File: config.mk
export PLATFORM = sky130hd
export DESIGN_NAME = fsfe_mul
export DESIGN_NICKNAME = d
export VERILOG_FILES = /design/src/rtl/fsfe_pkg.sv /design/src/rtl/fsfe_mul.sv
export SDC_FILE = /design/constraint.sdc
export NUM_CORES = 2
export LEC_CHECK = 0
export ABC_AREA = 1
export BUFFER_PORTS_ARGS = -buffer_cell sky130_fd_sc_hd__buf_2
export CAP_MARGIN = 20
export CORE_ASPECT_RATIO = 1.25
export CORE_MARGIN = 4
export CORE_UTILIZATION = 65
export DETAILED_ROUTE_END_ITERATION = 6
export PLACE_DENSITY = 0.95
export SLEW_MARGIN = 10
export SYNTH_ARGS = -nofsm -noshare
export SYNTH_HDL_FRONTEND = slang
export SYNTH_SLANG_ARGS = --single-unit
File: constraint.sdc
create_clock -name clk_i -period 18.9 [get_ports clk_i]
set_input_delay 1.89 -clock clk_i [delete_from_list [all_inputs] [get_ports clk_i]]
set_output_delay 1.89 -clock clk_i [all_outputs]
set_load 0.005 [all_outputs]
File: src/rtl/fsfe_pkg.sv
// Shared types, codes and coefficients of the frame-store shape fill engine.
package fsfe_pkg;

  localparam int COORD_W = 24;
  localparam int PROD_W  = 2 * COORD_W;
  localparam int OP_W    = 3;
  localparam int RAD_W   = 12;
  localparam int COLOR_W = 24;

  typedef logic signed [COORD_W-1:0] coord_t;
  typedef logic signed [PROD_W-1:0]  prod_t;

  localparam logic [OP_W-1:0] OP_CLEAR  = 3'd0;
  localparam logic [OP_W-1:0] OP_PUT    = 3'd1;
  localparam logic [OP_W-1:0] OP_CIRCLE = 3'd2;
  localparam logic [OP_W-1:0] OP_PIN    = 3'd3;
  localparam logic [OP_W-1:0] OP_READ   = 3'd4;

  // Shape being scanned: the circle, the lower pin ellipse, the upper pin ellipse.
  localparam logic [1:0] KIND_CIRC = 2'd0;
  localparam logic [1:0] KIND_LO   = 2'd1;
  localparam logic [1:0] KIND_UP   = 2'd2;

  // Integer forms of the ellipse tests:
  //   lower: 121*dx^2 + 25*dy^2 <= 121*r^2
  //   upper: 225*dx^2 + (10*dy + 31*r)^2 <= 81*r^2
  localparam coord_t K_ONE      = 24'sd1;
  localparam coord_t K_LO_X     = 24'sd121;
  localparam coord_t K_LO_Y     = 24'sd25;
  localparam coord_t K_LO_R     = 24'sd121;
  localparam coord_t K_UP_X     = 24'sd225;
  localparam coord_t K_UP_R     = 24'sd81;
  localparam coord_t K_UP_SCALE = 24'sd10;
  localparam coord_t K_UP_OFS   = 24'sd31;

  localparam logic [COLOR_W-1:0] COLOR_WHITE = 24'hFFFFFF;

  typedef struct packed {
    logic wr_en;
    logic rd_en;
  } store_ctrl_t;

endpackage

File: src/rtl/fsfe_mul.sv
// Shared signed multiplier with a registered product.
module fsfe_mul (
  input  logic             clk_i,
  input  fsfe_pkg::coord_t a_i,
  input  fsfe_pkg::coord_t b_i,
  output fsfe_pkg::prod_t  prod_o
);

  always_ff @(posedge clk_i) begin
    prod_o <= fsfe_pkg::prod_t'(a_i) * fsfe_pkg::prod_t'(b_i);
  end

endmodule

==> summary.md <==
| Metric | Value |
|---|---|
| TritonCTS clock tree | `built` |
| Worst setup EP type | `register` |
| Total GRT Usage | `34.6%` |
| Post-route DRC | `0` |
| Fraction of layout cells with a size suffix above 1 | `5.26%` |
| Crit path time final | `approximately 8600 ps` |
| Fin. Hold Viols | `0` |
| Net count after synthesis | `roughly 3.9k` |
| Post-CTS Hold Buffers | `0` |
| Max Clock Freq | `between 100 and 150 MHz` |
| Cells after Synth | `3090` |
| Tightest Pin Transition | `between 900 and 1000 ps` |
| GP Congestion | `0.982` |
| Max-slew violations | `0` |
| Clock Sinks | `48` |
| Fin crit share | `45.3%` |
| Net count, final | `3885` |
| Die Y | `223 um` |
| DR pass1 iterations | `7` |
| CTS H-Tree Depth | `2` |
| Top Registers | `prod_o x48` |
| Avg Inst Size Synth | `a little under 8 sq um` |
| Element type at the critical path start | `input port` |
| Top Ports | `97` |
| Vias in the first global route | `~23k` |
| Hpwl dp | `56100 um` |
| Worst Slack Setup Final | `10350 ps` |
| CP max stage cell | `fa_1` |
| PostCTS Resize Cnt | `0` |
| Seq/Total Area, Yosys | `4.00%` |
| Wirelength, routed | `67000 um` |
| Max-Cap Viols | `0` |
| # Post-CTS Setup Buffers | `0` |
| Critical path startpoint | `b_i[0]` |
| Vias | `20.1k` |
| Worst min path class | `input port to register` |
| Slowest stage delay, CP | `~730 ps` |
| Final setup vio count | `0` |
| DR WL/cell | `between 15 and 20 um` |
| Hold Crit Start | `b_i[0]` |
| Antenna violations before repair | `4` |
| RSZ-0062 raised after global routing | `no` |
| Most common cell after layout, fill and taps aside | `inv_1` |
| Core Box Area | `36400 sq um` |
| Yosys warns | `0` |
| Final ANT Viol Nets | `0` |
| Starting DRT DRC Count | `2060` |
| Clock-pin slew on the worst setup and hold paths | `about 80 ps` |
| Post-synthesis cell type count | `29` |
| Largest Register | `prod_o` |
| Total CTS buffers | `5` |
| Layout area overhead | `3.69%` |
| Via/cell ratio | `around 5.6` |
| First-pass GRT wire length | `110000 um` |
| Most frequent cells in the layout | `1019 x inv_1, 896 x nand2_1, 607 x fa_1, 134 x ha_1, 96 x buf_2` |
| Max reg flops | `48` |
| Crit path kind | `input port to register` |
| CP required | `19100 ps` |
| Initial core utilization | `between 60% and 70%` |
| Root Buffer | `clkbuf_16` |
| Total gr overflow | `0` |
| Crit Path Max Fanout | `24` |
| Synth Register Bits | `48` |
| Die area | `between 40000 and 50000 sq um` |
| CP bufs+invs | `4` |
| Crit-path most repeated cell | `fa_1` |
| Setup TNS | `0 ps` |
| Largest net degree at the start of global routing | `25` |
| Row cnt | `78` |
| Setup WS pre-CTS | `just over 10000 ps` |
| Critical Path, Cell by Cell | `buf_2 > nand2_1 > inv_1 > fa_1 > fa_1 > inv_1 > fa_1 > inv_1 > fa_1 > fa_1 > fa_1 > fa_1 > ha_1 > nand2_1 > nor2_1 > nand2_1 > nor2_1 > nand4_1 > nand4_1 > nand2_1` |
| Die extent in x | `180 um` |
| PortBufs | `96` |
| CP delay by family, top | `adder cells` |
| Status | `completed` |
| Max_slew headroom | `39.9%` |
| Clock buffer depth | `2` |
| Mapped Area | `24000 sq um` |
| Worst Path Arrival | `8760 ps` |
==> worst paths after layout <==
kind,end,slack (ps),depth (start not counted)
hold / removal,prod_o[0],2170,3
setup / recovery,prod_o[44],10350,20
==> cell usage after synthesis, drive strengths merged <==
master	number	area share (%)
inv	1021	16
nand2	918	15
fa	607	51
ha	134	7.0
nor2	100	1.9
clkbuf	96	1.5
dfxtp	48	4.0
nand3	48	1.1
a21oi	39	0.84
xor2	25	0.91
nand4	13	0.34
xnor2	10	0.36
o21ai	6	0.13
o21bai	6	0.19
or2	5	0.13
nor3	4	0.13
nand3b	3	0.094
and2	2	0.073
buf	2	0.042
a21boi	1	0.031
o211ai	1	0.031
o21a	1	0.031
==> layer usage <==
metal,GRT usage [%],share of wire [%],up-vias
met2,59.2,50,1464
met4,27.5,10,2
li1,-,-,8464
met5,0,0.010,-
met1,37.6,30,9544
met3,6.55,9.5,603
==> stage by stage <==
stage | instances | cell area, sq um | utilization (%) | hold WS [ps]
global placement | 3568 | 24700 | 67.9 | 2270
CTS | 3576 | 24900 | 68.3 | 2130
detailed placement | 3568 | 24700 | 67.9 | 2270
floorplan | 3090 | 24000 | - | 1990
finish | 3579 | 24900 | 68.4 | 2170
global route | 3578 | 24900 | 68.4 | 2150
==> layout make-up <==
class | instances | area, sq um
clock inverters | 3 | 42.5
multi-input cells | 1923 | 18800
clock buffers | 5 | 125
repair buffers | 96 | 480
diodes | 3 | 7.51
well taps | 480 | 601
flip-flops and latches | 48 | 961
inverters | 1021 | 3830
fillers | 2618 | 11500
==> cell families after synthesis <==
family          Yosys count  synth area share [%]
compound gates           54                  1.25
xor+xnor                 35                  1.28
fa+ha+maj               741                  57.6
buf+inv                1119                  17.5
flops                    48                  4.00
simple gates           1093                  18.3
Power is left out: the tool's default activity adds up to more than one toggle a clock period on the data nets, which glitch-free logic cannot reach.
